File: src/nswt_ram.sv
// Generic single-write, single-read memory with registered read data.
// A read of the address written in the same cycle returns the new word.
// No dependencies.
module nswt_ram #(
	parameter int WIDTH = 16,
	parameter int DEPTH = 64,
	localparam int AW = $clog2(DEPTH)
) (
	input  logic             clk,
	input  logic             we,
	input  logic [AW-1:0]    waddr,
	input  logic [WIDTH-1:0] wdata,
	input  logic             re,
	input  logic [AW-1:0]    raddr,
	output logic [WIDTH-1:0] rdata
);

	logic [WIDTH-1:0] mem [DEPTH];

	always_ff @(posedge clk) begin
		if (we) begin
			mem[waddr] <= wdata;
		end
	end

	always_ff @(posedge clk) begin
		if (re) begin
			if (we && (waddr == raddr)) begin
				rdata <= wdata;
			end else begin
				rdata <= mem[raddr];
			end
		end
	end

endmodule

File: config.mk
export PLATFORM = sky130hd
export DESIGN_NAME = nswt_ram
export DESIGN_NICKNAME = d
export VERILOG_FILES = /design/src/nswt_ram.sv
export SDC_FILE = /design/constraint.sdc
export NUM_CORES = 1
export LEC_CHECK = 0
export BUFFER_PORTS_ARGS = -buffer_cell sky130_fd_sc_hd__clkbuf_2
export CORE_ASPECT_RATIO = 0.7
export CORE_MARGIN = 2
export CORE_UTILIZATION = 54
export DETAILED_ROUTE_END_ITERATION = 12
export PLACE_DENSITY = 0.76
export SYNTH_ARGS = -nofsm -noshare
export SYNTH_HDL_FRONTEND = slang
export SYNTH_SLANG_ARGS = --single-unit
File: constraint.sdc
create_clock -name clk -period 3.6 [get_ports clk]
set_input_delay 0.36 -clock clk [delete_from_list [all_inputs] [get_ports clk]]
set_output_delay 0.36 -clock clk [all_outputs]
set_load 0.03 [all_outputs]
==> results.sh <==
export IMPL_status="completed"
export IMPL_clkSinkCount=1040
export IMPL_num_rows=84
export IMPL_slowest_stage="o21ai_1"
export IMPL_synth_warnings=0
export IMPL_synth_async_reset_ratio_pct=0
export IMPL_relSlewSlack_pct=17.0
export IMPL_crit_type="input port to flip-flop"
export IMPL_switching_power_mw=5.27
export IMPL_cts_tree="yes"
export IMPL_wl_um=103000
export IMPL_postCtsSetupRepairBufs=0
export IMPL_rsz0062_at_grt="no"
export IMPL_p_leak_nw=15.4
export IMPL_grt_pass1_wl_um=149000
export IMPL_grt_ovfl_total=0
export IMPL_grt_max_degree=89
export IMPL_hpwl_um=63500
export IMPL_postCtsHoldBufs=0
export IMPL_syn_area_per_cell_um2=19.2
export IMPL_wl_per_cell_um=31.1
export IMPL_clock_root_buffer="clkbuf_16"
export IMPL_ios=47
export IMPL_drv_cap=0
export IMPL_yosysUniqueCellTypes=40
export IMPL_slew_viol_final=0
export IMPL_finClkSkew_ps=23.3
export IMPL_yosysSeqAreaShare_pct=76.9
export IMPL_antenna_found_initial=5
export IMPL_cpMostUsedCell="buf_12"
export IMPL_setup_viol=0
export IMPL_synth_edf_count=1040
export IMPL_clkPwrFrac_pct=39.7
export IMPL_htreeDepth=3
export IMPL_syn_to_final_growth_pct=12.1
export IMPL_dieArea_um2=77500
export IMPL_drc=0
export IMPL_synth_seq_cells=1040
export IMPL_layout_cells_non_filler=3331
export IMPL_worstPathArrival_ps=3010
export IMPL_dp_cells=3161
export IMPL_worst_hold_slack_ps=347
export IMPL_synth_area_um2=40600
export IMPL_gp_routability_congestion=0.892
export IMPL_ctsResizeCount=0
export IMPL_viasPerCell=6.54
export IMPL_max_stage_delay_ps=370
export IMPL_final_hold_viol_count=0
export IMPL_cts_inserted_buffers=91
export IMPL_cp_cell_sequence="buf_8, buf_12, buf_12, buf_12, mux4_2, o21ai_1, nand4_1, a22oi_1, nand2_1"
export IMPL_grt_pass1_vias=21100
export IMPL_syn_inst=2114
export IMPL_finalPower_mw=24.7
export IMPL_vias=21800
export IMPL_seq_power_share_pct=54.7
export IMPL_grt_usage_pct=27.0
export IMPL_setup_worst_path_start_class="input port"
export IMPL_dieWidth_um=332
export IMPL_clockBufferDepth=3
export IMPL_final_antenna_net_count=0
export IMPL_tightest_slew_ps=1240
export IMPL_internal_power_mw=19.4
export IMPL_initial_core_util_pct=54.3
export IMPL_power_density_nw_per_um2=542
export IMPL_end_kind="flip-flop"
export IMPL_ir_drop_mv=0.525
export IMPL_core_area_um2=74800
export IMPL_first_pass_iters=5
export IMPL_die_height_um=233
export IMPL_clkTransAtPathRegs_ps=60
export IMPL_fin_crit_ps=2650
export IMPL_fin_crit_sh_pct=73.7
export IMPL_sw_frac_of_total_pct=21.4
export IMPL_hold_path_class="input port to flip-flop"
export IMPL_fin_tns_setup_ps=0
export IMPL_drive_above_1_share_pct=17.6
export IMPL_io_buffers=46
export IMPL_clock_latency_ps=660
export IMPL_nNetsFinal=2296
export IMPL_required_ps=3960
export IMPL_worst_path_max_fanout=42
export IMPL_dominantRegCellSynth="edfxtp_1"
export IMPL_fmax_mhz=377
export IMPL_drt_iter0_markers=3176
export IMPL_synth_nets=2145
export IMPL_comb_power_share_pct=5.6
## Yosys cell counts, types with 4 or more instances
cell type / count / area [um^2]
edfxtp_1: 1040 / 31200
mux2i_1: 347 / 3470
a22oi_1: 148 / 1110
mux4_2: 83 / 1870
nand2_1: 81 / 304
nor2_1: 69 / 259
nand3_1: 67 / 335
buf_2: 51 / 255
a21oi_1: 43 / 215
clkbuf_1: 32 / 120
buf_6: 17 / 191
nand4_1: 17 / 106
a221oi_1: 14 / 123
a32oi_1: 14 / 123
buf_4: 14 / 105
o21ai_1: 14 / 70.1
mux4_1: 13 / 342
buf_1: 7 / 26.3
nor2b_1: 6 / 37.5
nand2b_1: 4 / 25.0
## per-stage QoR
stage	area, um^2	utilization, %	setup WS, ps
detailed placement	42600	56.9	405
global route	45500	60.9	863
global placement	42600	56.9	424
finish	45500	60.9	947
CTS	45500	60.9	1090
floorplan	40600	-	969
## registers in the layout (all words and copies together) (netlist names)
signal / count
mem: 1024
rdata: 16
## power groups by stage
stage | combinational [mW] | sequential, mW | clock (mW)
after global placement | 1.31 | 13.7 | 0
final | 1.38 | 13.5 | 9.80
after floorplan | 0.714 | 13.7 | 0
after global routing | 1.45 | 13.5 | 10.3
after detailed placement | 1.35 | 13.7 | 0
after CTS | 1.36 | 13.5 | 9.86
## cell families (layout without fill, tap and decap cells)
family,Yosys count,in the layout,synth area share (%)
xor+xnor,6,6,0.129
compound gates,238,238,4.14
buf+inv,128,353,1.95
mux,445,445,14.0
other cells,0,3,0
simple gates,257,257,2.87
flops,1040,1040,76.9
## cells in the final DEF (no fill, tap or decap), types with 13 or more instances in the layout
cell and n:
edfxtp_1 1040, mux2i_1 347, a22oi_1 148, buf_4 126
clkbuf_16 95, mux4_2 83, nand2_1 81, nor2_1 68
nand3_1 67, clkbuf_2 44, a21oi_1 43, clkinv_1 19
clkinv_2 19, nand4_1 17, clkbuf_1 17, o21ai_1 14
a32oi_1 14, a221oi_1 14, buf_12 14, mux4_1 13
## area by class of cell
class | count | area, um^2
fillers | 5140 | 29300
repair buffers | 185 | 1460
well taps | 989 | 1240
clock inverters | 55 | 520
inverters | 1 | 3.75
diodes | 3 | 7.51
multi-input cells | 946 | 8640
flip-flops and latches | 1040 | 31200
clock buffers | 112 | 2440
## critical path: cells and delay by family
family / cells / cell delay, ps
AO/OA/AOI/OAI: 2 / 690
buffers and inverters: 4 / 1160
multiplexers: 1 / 330
AND/OR/NAND/NOR: 2 / 410
## per-layer routing
layer,global-route usage (%),wire (um),vias up
met3,10.6,16000,199
met2,37.7,43300,1557
li1,-,-,8917
met4,6.39,2410,4
met5,0,21,-
met1,39.8,41700,11100
## final timing paths
| path | slack [ps] | from | to | cells after the start |
|---|---|---|---|---|
| min reg2reg | 880 | mem[48][4] | rdata[4] | 6 |
| max | 950 | raddr[2] | rdata[8] | 9 |
| min | 350 | wdata[11] | mem[52][11] | 1 |
| max reg2reg | 1330 | mem[55][8] | rdata[8] | 5 |
Power figures use the tool's default switching activity.
