[config.mk]
export PLATFORM = sky130hd
export DESIGN_NAME = nswt_ctrl
export DESIGN_NICKNAME = d
export VERILOG_FILES = /design/src/nswt_pkg.sv /design/src/nswt_ctrl.sv
export SDC_FILE = /design/constraint.sdc
export NUM_CORES = 1
export LEC_CHECK = 0
export BUFFER_PORTS_ARGS = -buffer_cell sky130_fd_sc_hd__buf_2
export CELL_PAD_IN_SITES_DETAIL_PLACEMENT = 0
export CELL_PAD_IN_SITES_GLOBAL_PLACEMENT = 1
export CORE_UTILIZATION = 40
export DETAILED_ROUTE_END_ITERATION = 10
export PLACE_DENSITY_LB_ADDON = 0.15
export SKIP_CTS_REPAIR_TIMING = 1
export SLEW_MARGIN = 20
export SYNTH_ARGS = -nofsm -noshare
export SYNTH_HDL_FRONTEND = slang
export SYNTH_SLANG_ARGS = --single-unit
[constraint.sdc]
create_clock -name clk -period 4.32 [get_ports clk]
set_input_delay 0.216 -clock clk [delete_from_list [all_inputs] [get_ports clk]]
set_output_delay 0.216 -clock clk [all_outputs]
set_load 0.01 [all_outputs]
[src/nswt_pkg.sv]
// Package for the note sequencer wavetable tone block.
// Holds sizes, operation and register codes, and the port structs shared by its modules.
// No dependencies.
package nswt_pkg;

	localparam int NOTE_DEPTH    = 256;
	localparam int WAVE_DEPTH    = 64;
	localparam int DURATION_BITS = 28;
	localparam int NOTE_AW       = $clog2(NOTE_DEPTH);
	localparam int WAVE_AW       = $clog2(WAVE_DEPTH);
	localparam int PITCH_BITS    = 13;
	localparam int SAMPLE_BITS   = 16;
	localparam int COUNT_BITS    = 9;
	localparam int FIRST_BITS    = 8;
	localparam int NOTE_WORD     = PITCH_BITS + DURATION_BITS;

	localparam logic [1:0] OP_TICK      = 2'd0;
	localparam logic [1:0] OP_START     = 2'd1;
	localparam logic [1:0] OP_LOAD_NOTE = 2'd2;
	localparam logic [1:0] OP_LOAD_WAVE = 2'd3;

	localparam logic [1:0] REG_T0_FIRST = 2'd0;
	localparam logic [1:0] REG_T0_COUNT = 2'd1;
	localparam logic [1:0] REG_T1_FIRST = 2'd2;
	localparam logic [1:0] REG_T1_COUNT = 2'd3;

	typedef logic [NOTE_AW-1:0] note_addr_t;
	typedef logic [WAVE_AW-1:0] wave_addr_t;

	typedef struct packed {
		logic                      we;
		note_addr_t                waddr;
		logic [NOTE_WORD-1:0]      wdata;
		logic                      re;
		note_addr_t                raddr;
	} note_port_t;

	typedef struct packed {
		logic                      we;
		wave_addr_t                waddr;
		logic [SAMPLE_BITS-1:0]    wdata;
		logic                      re;
		wave_addr_t                raddr;
	} wave_port_t;

endpackage

[src/nswt_ctrl.sv]
// Input register, playback state update and result register of the tone block.
// Drives the note and waveform memory ports; depends on nswt_pkg.
module nswt_ctrl (
	input  logic                               clk,
	input  logic                               arst_n,
	input  logic                               item_valid,
	output logic                               item_stall,
	input  logic [1:0]                         op,
	input  logic                               track,
	input  logic [7:0]                         note_slot,
	input  logic [12:0]                        pitch_period,
	input  logic [nswt_pkg::DURATION_BITS-1:0] note_duration,
	input  logic [5:0]                         wave_slot,
	input  logic [15:0]                        wave_sample,
	output logic                               result_valid,
	input  logic                               result_stall,
	output logic                               sample_valid,
	output logic [15:0]                        sample,
	output logic                               finished,
	input  logic                               cfg_write_en,
	input  logic [1:0]                         cfg_index,
	input  logic [8:0]                         cfg_data,
	output nswt_pkg::note_port_t               note_port,
	output nswt_pkg::wave_port_t               wave_port,
	input  logic [nswt_pkg::NOTE_WORD-1:0]     note_rdata,
	input  logic [nswt_pkg::SAMPLE_BITS-1:0]   wave_rdata
);
	import nswt_pkg::*;

	logic [FIRST_BITS-1:0] t0_first_q, t1_first_q;
	logic [COUNT_BITS-1:0] t0_count_q, t1_count_q;

	logic                     valid_s1;
	logic [1:0]               op_s1;
	logic                     track_s1;
	note_addr_t               note_slot_s1;
	logic [PITCH_BITS-1:0]    pitch_s1;
	logic [DURATION_BITS-1:0] dur_s1;
	wave_addr_t               wave_slot_s1;
	logic [SAMPLE_BITS-1:0]   wave_sample_s1;

	note_addr_t               pos_q, pos_d;
	logic [COUNT_BITS-1:0]    left_q, left_d;
	logic [DURATION_BITS-1:0] dur_q, dur_d;
	logic [PITCH_BITS-1:0]    per_q, per_d;
	logic [PITCH_BITS-1:0]    pl_q, pl_d;
	wave_addr_t               widx_q, widx_d;
	logic                     playing_q, playing_d;

	logic                     res_valid_q;
	logic                     smp_valid_q, fin_q;
	logic [SAMPLE_BITS-1:0]   smp_q;

	logic                     out_free, adv, accept;
	logic                     emit, fin, smp_valid;
	logic [SAMPLE_BITS-1:0]   smp;
	logic [FIRST_BITS-1:0]    first_s1, first_in;
	logic [COUNT_BITS-1:0]    count_s1;
	logic [PITCH_BITS-1:0]    rd_pitch;
	logic [DURATION_BITS-1:0] rd_dur;

	assign out_free   = !res_valid_q || !result_stall;
	assign adv        = valid_s1 && out_free;
	assign item_stall = valid_s1 && !out_free;
	assign accept     = item_valid && !item_stall;

	assign rd_pitch = note_rdata[NOTE_WORD-1:DURATION_BITS];
	assign rd_dur   = note_rdata[DURATION_BITS-1:0];
	assign first_s1 = track_s1 ? t1_first_q : t0_first_q;
	assign count_s1 = track_s1 ? t1_count_q : t0_count_q;
	assign first_in = track ? t1_first_q : t0_first_q;

	always_ff @(posedge clk or negedge arst_n) begin
		if (!arst_n) begin
			t0_first_q <= '0;
			t0_count_q <= COUNT_BITS'(52);
			t1_first_q <= FIRST_BITS'(52);
			t1_count_q <= COUNT_BITS'(80);
		end else if (cfg_write_en) begin
			unique case (cfg_index)
				REG_T0_FIRST: t0_first_q <= cfg_data[FIRST_BITS-1:0];
				REG_T0_COUNT: t0_count_q <= cfg_data;
				REG_T1_FIRST: t1_first_q <= cfg_data[FIRST_BITS-1:0];
				REG_T1_COUNT: t1_count_q <= cfg_data;
				default: ;
			endcase
		end
	end

	always_ff @(posedge clk or negedge arst_n) begin
		if (!arst_n) begin
			valid_s1 <= 1'b0;
		end else if (accept) begin
			valid_s1 <= 1'b1;
		end else if (adv) begin
			valid_s1 <= 1'b0;
		end
	end

	always_ff @(posedge clk) begin
		if (accept) begin
			op_s1          <= op;
			track_s1       <= track;
			note_slot_s1   <= note_slot[NOTE_AW-1:0];
			pitch_s1       <= pitch_period;
			dur_s1         <= note_duration;
			wave_slot_s1   <= wave_slot[WAVE_AW-1:0];
			wave_sample_s1 <= wave_sample;
		end
	end

	always_comb begin
		pos_d     = pos_q;
		left_d    = left_q;
		dur_d     = dur_q;
		per_d     = per_q;
		pl_d      = pl_q;
		widx_d    = widx_q;
		playing_d = playing_q;
		smp_valid = 1'b0;
		smp       = '0;
		fin       = 1'b0;
		if (adv) begin
			case (op_s1)
				OP_START: begin
					pos_d  = NOTE_AW'(first_s1);
					left_d = count_s1;
					if (count_s1 == '0) begin
						playing_d = 1'b0;
						dur_d     = '0;
						per_d     = '0;
						pl_d      = '0;
					end else begin
						playing_d = 1'b1;
						dur_d     = rd_dur;
						per_d     = rd_pitch;
						pl_d      = rd_pitch;
					end
				end
				OP_TICK: begin
					if (playing_q) begin
						if (per_q != '0) begin
							if (pl_q == '0) begin
								smp_valid = 1'b1;
								smp       = wave_rdata;
								widx_d    = widx_q + 1'b1;
								pl_d      = per_q;
							end else begin
								pl_d = pl_q - 1'b1;
							end
						end
						if (dur_q == '0) begin
							left_d = left_q - 1'b1;
							pos_d  = pos_q + 1'b1;
							if (left_d == '0) begin
								playing_d = 1'b0;
								fin       = 1'b1;
								per_d     = '0;
								pl_d      = '0;
							end else begin
								dur_d = rd_dur;
								per_d = rd_pitch;
								pl_d  = rd_pitch;
							end
						end else begin
							dur_d = dur_q - 1'b1;
						end
					end
				end
				default: ;
			endcase
		end
	end

	assign emit = smp_valid || fin;

	always_ff @(posedge clk or negedge arst_n) begin
		if (!arst_n) begin
			pos_q     <= '0;
			left_q    <= '0;
			dur_q     <= '0;
			per_q     <= '0;
			pl_q      <= '0;
			widx_q    <= '0;
			playing_q <= 1'b0;
		end else begin
			pos_q     <= pos_d;
			left_q    <= left_d;
			dur_q     <= dur_d;
			per_q     <= per_d;
			pl_q      <= pl_d;
			widx_q    <= widx_d;
			playing_q <= playing_d;
		end
	end

	always_ff @(posedge clk or negedge arst_n) begin
		if (!arst_n) begin
			res_valid_q <= 1'b0;
		end else if (out_free) begin
			res_valid_q <= emit;
		end
	end

	always_ff @(posedge clk) begin
		if (out_free && emit) begin
			smp_valid_q <= smp_valid;
			smp_q       <= smp;
			fin_q       <= fin;
		end
	end

	assign result_valid = res_valid_q;
	assign sample_valid = smp_valid_q;
	assign sample       = smp_q;
	assign finished     = fin_q;

	always_comb begin
		note_port.we    = adv && (op_s1 == OP_LOAD_NOTE);
		note_port.waddr = note_slot_s1;
		note_port.wdata = {pitch_s1, dur_s1};
		note_port.re    = accept;
		note_port.raddr = (op == OP_START) ? NOTE_AW'(first_in) : pos_d + 1'b1;
		wave_port.we    = adv && (op_s1 == OP_LOAD_WAVE);
		wave_port.waddr = wave_slot_s1;
		wave_port.wdata = wave_sample_s1;
		wave_port.re    = accept;
		wave_port.raddr = widx_d;
	end

endmodule

==> impl_metrics.toml <==
[run_status]
status = "finished, violations left"
failed_checks = "negative hold slack"

[route]
drt_iter0_drc = 558
via_count = 8057
wl_per_cell_um = 17.76
firstDrtPassIters = 5
ant_nets = 0
drt_wl_total_um = 27290
via_per_inst = 5.242
drc = 0

[cells_and_area]
fillers = 2125
drive_gt1_frac = 0.3210
fin_util = 0.5639
syn_to_final_growth_pct = 38.50
seqCellArea_um2 = 5625
fin_area_um2 = 13200
num_antenna_cells = 0
nets = 1355
multi_input_area_um2 = 3719

[power_and_ir_drop]
p_leak_nw = 5.576
peakVddDrop_v = 0.0002266
power_mw = 5.645
p_per_area_nw_per_um2 = 427.8

[floorplanning]
ios = 256
die_y_um = 156.3
fp.dieW_um = 156.3
initial_core_util = 0.4071
fp-row-count = 56
design.die.area_um2 = 24440
fp.coreArea_um2 = 23400

[global_routing]
grt_first_pass_wirelength_um = 39710
grt-ovfl-total = 0
grt_pass1_vias = 7286
grt_use_total = 0.2067
antenna_found_initial = 0
grt_max_degree = 53

[placed_design]
place_area_um2 = 11270
gp_congestion = 0.8721
io_buffers = 255
hpwl_um = 18570

[worst_hold_path]
min_path_type = "input port to register"

[worst_setup_path]
start_kind = "register"
r2r_slack_ns = 0.95
path_class = "register to output pin"
cp-end-kind = "output pin"
cp_max_fo = 6
cp_data_required_time_ns = 4.10
cp.arrival_ns = 3.79

[yosys]
synthXorXnorAreaFrac = 0.01195
synth.distinct_cells = 72
synthSimpleGateAreaFrac = 0.1481
synthMuxAreaShare = 0.06947
synth_compound_area_frac = 0.1467
synth_ff_type = "dfrtp_1"
synth_most_common_cell = "dfrtp_1"
synth_area_leaders = "edfxtp_1 (29%), dfrtp_1 (28%), mux2_2 (4.8%), nor2_1 (2.4%), dfstp_2 (2.2%)"
synth_top_family_by_area = "simple AND/OR/NAND/NOR gates"
yosysSeqAreaShare = 0.5904
synth_area_um2 = 9528
synth_top_area_frac = 0.2900
synthArstFlopShare = 0.5534
synthAdderAreaFrac = 0.009192
syn_avg_cell_area_um2 = 11.68
ys_top_cells_by_count = "dfrtp_1 (106), edfxtp_1 (92), nor2_1 (62), mux2_2 (41), o21ai_1 (41)"
yosys_warnings = 0
synth_edf_count = 92
synth_cells = 816
ys_seq_elements = 206
syn-num-nets = 970
yosysTopAreaCell = "edfxtp_1"

[clocking]
htreeDepth = 1
clockBufferDepth = 3
cts_tree = "yes"
clk_latency_ns = 0.51
cts-root-buf = "clkbuf_16"
clk_pin_slew_ns = 0.06
cts_buffers = 23
cts.sinks = 206

[sta]
hold_viol_final = 4
period_share = 0.9269
rsz0062_at_grt = "no"
fin_skew_ns = 0.008008
relSlewSlack = 0.3609
slew_violations = 0
max_clock_freq_mhz = 249.7
setup_tns_ns = 0
holdWs_ns = -0.006812
setup_viol = 0
tightest_slew_ns = 0.9499
period_needed_ns = 4.004

[flow_run]
cap_violations = 0
## through the flow
stage          cells  setup slack, ns
2_1_floorplan    816            1.239
3_3_place_gp    1379           0.8543
3_5_place_dp    1379           0.8408
4_1_cts         1421           0.2824
5_1_grt         1537          0.09329
6_report        1537           0.3157
## state kept, by name, indices dropped and copies added (netlist names), 8 cells and up
signal          cells
pos_q               8
t1_first_q          8
t0_count_q          9
dur_q              28
t0_first_q          8
sample             16
per_q              13
pitch_s1           13
left_q              9
note_slot_s1        8
dur_s1             28
wave_sample_s1     16
t1_count_q          9
pl_q               13
## per-layer routing
| metal | share of wire | vias up | track usage | wire length (µm) |
|---|---|---|---|---|
| met4 | 0.018 | 0 | 0.05322 | 501 |
| met5 | 0 | - | 0 | 0 |
| met3 | 0.055 | 38 | 0.03406 | 1496 |
| li1 | - | 3889 | - | - |
| met1 | 0.44 | 3875 | 0.2783 | 12010 |
| met2 | 0.49 | 255 | 0.3457 | 13290 |
## critical path, stage by stage (launching register included)
cell	delay, ns
dfrtp_1	0.39
inv_1	0.12
ha_1	0.21
or3b_2	0.52
nor4_4	0.41
nand4_1	0.23
o32ai_2	0.35
o221ai_2	0.20
or4_1	0.51
a31oi_1	0.18
buf_2	0.16
## layout make-up
cell class / count / share of cell area
Sequential cell: 206 / 0.4263
Inverter: 19 / 0.005404
Multi-Input combinational cell: 555 / 0.2818
Timing Repair Buffer: 396 / 0.1995
Clock buffer: 28 / 0.04580
Tap cell: 319 / 0.03025
Clock inverter: 14 / 0.01100
## cell families (layout without fill, tap and decap cells)
| logic type | after synthesis | count (layout) |
|---|---|---|
| buf+inv | 55 | 457 |
| compound gates | 213 | 213 |
| xor+xnor | 13 | 13 |
| fa+ha+maj | 7 | 7 |
| simple gates | 261 | 261 |
| mux | 61 | 61 |
| flops | 206 | 206 |
## path summary, 6_finish.rpt
path,from,endpoint,depth (start not counted)
min in group asynchronous,arst_n,dur_q[2],2
hold / removal,note_rdata[18],dur_q[18],3
hold reg to reg,widx_q[5],widx_q[5],1
max in group asynchronous,arst_n,t0_count_q[4],3
setup / recovery,dur_q[0],note_port[7],10
setup reg to reg,dur_q[0],pl_q[1],10
## cell usage in the layout (no fill, tap or decap), types with 5 or more instances in the layout
cell type      instances
buf_2                254
dlygate4sd3_1        115
dfrtp_1              106
edfxtp_1              92
nor2_1                62
mux2_2                41
o21ai_1               40
a21oi_1               39
nand2_1               38
o21ai_0               38
nor3_1                34
buf_4                 26
clkbuf_16             23
mux2i_1               20
and2_1                20
inv_1                 19
nand3_1               17
a22o_1                16
nand4_1               15
a22oi_1               14
nor4_1                13
a221o_1               11
or4_1                 10
a31oi_1                8
dfstp_2                8
and3_1                 7
or3_1                  7
xnor2_1                7
ha_1                   7
xor2_1                 6
or2_2                  5
a211o_1                5
nor2b_1                5
a32oi_1                5
## power breakdown
part | internal [mW] | switching (mW)
Sequential | 2.33 | 0.242
Combinational | 0.536 | 0.604
Clock | 1.13 | 0.804
No activity file was read; power rests on OpenSTA's default activity.
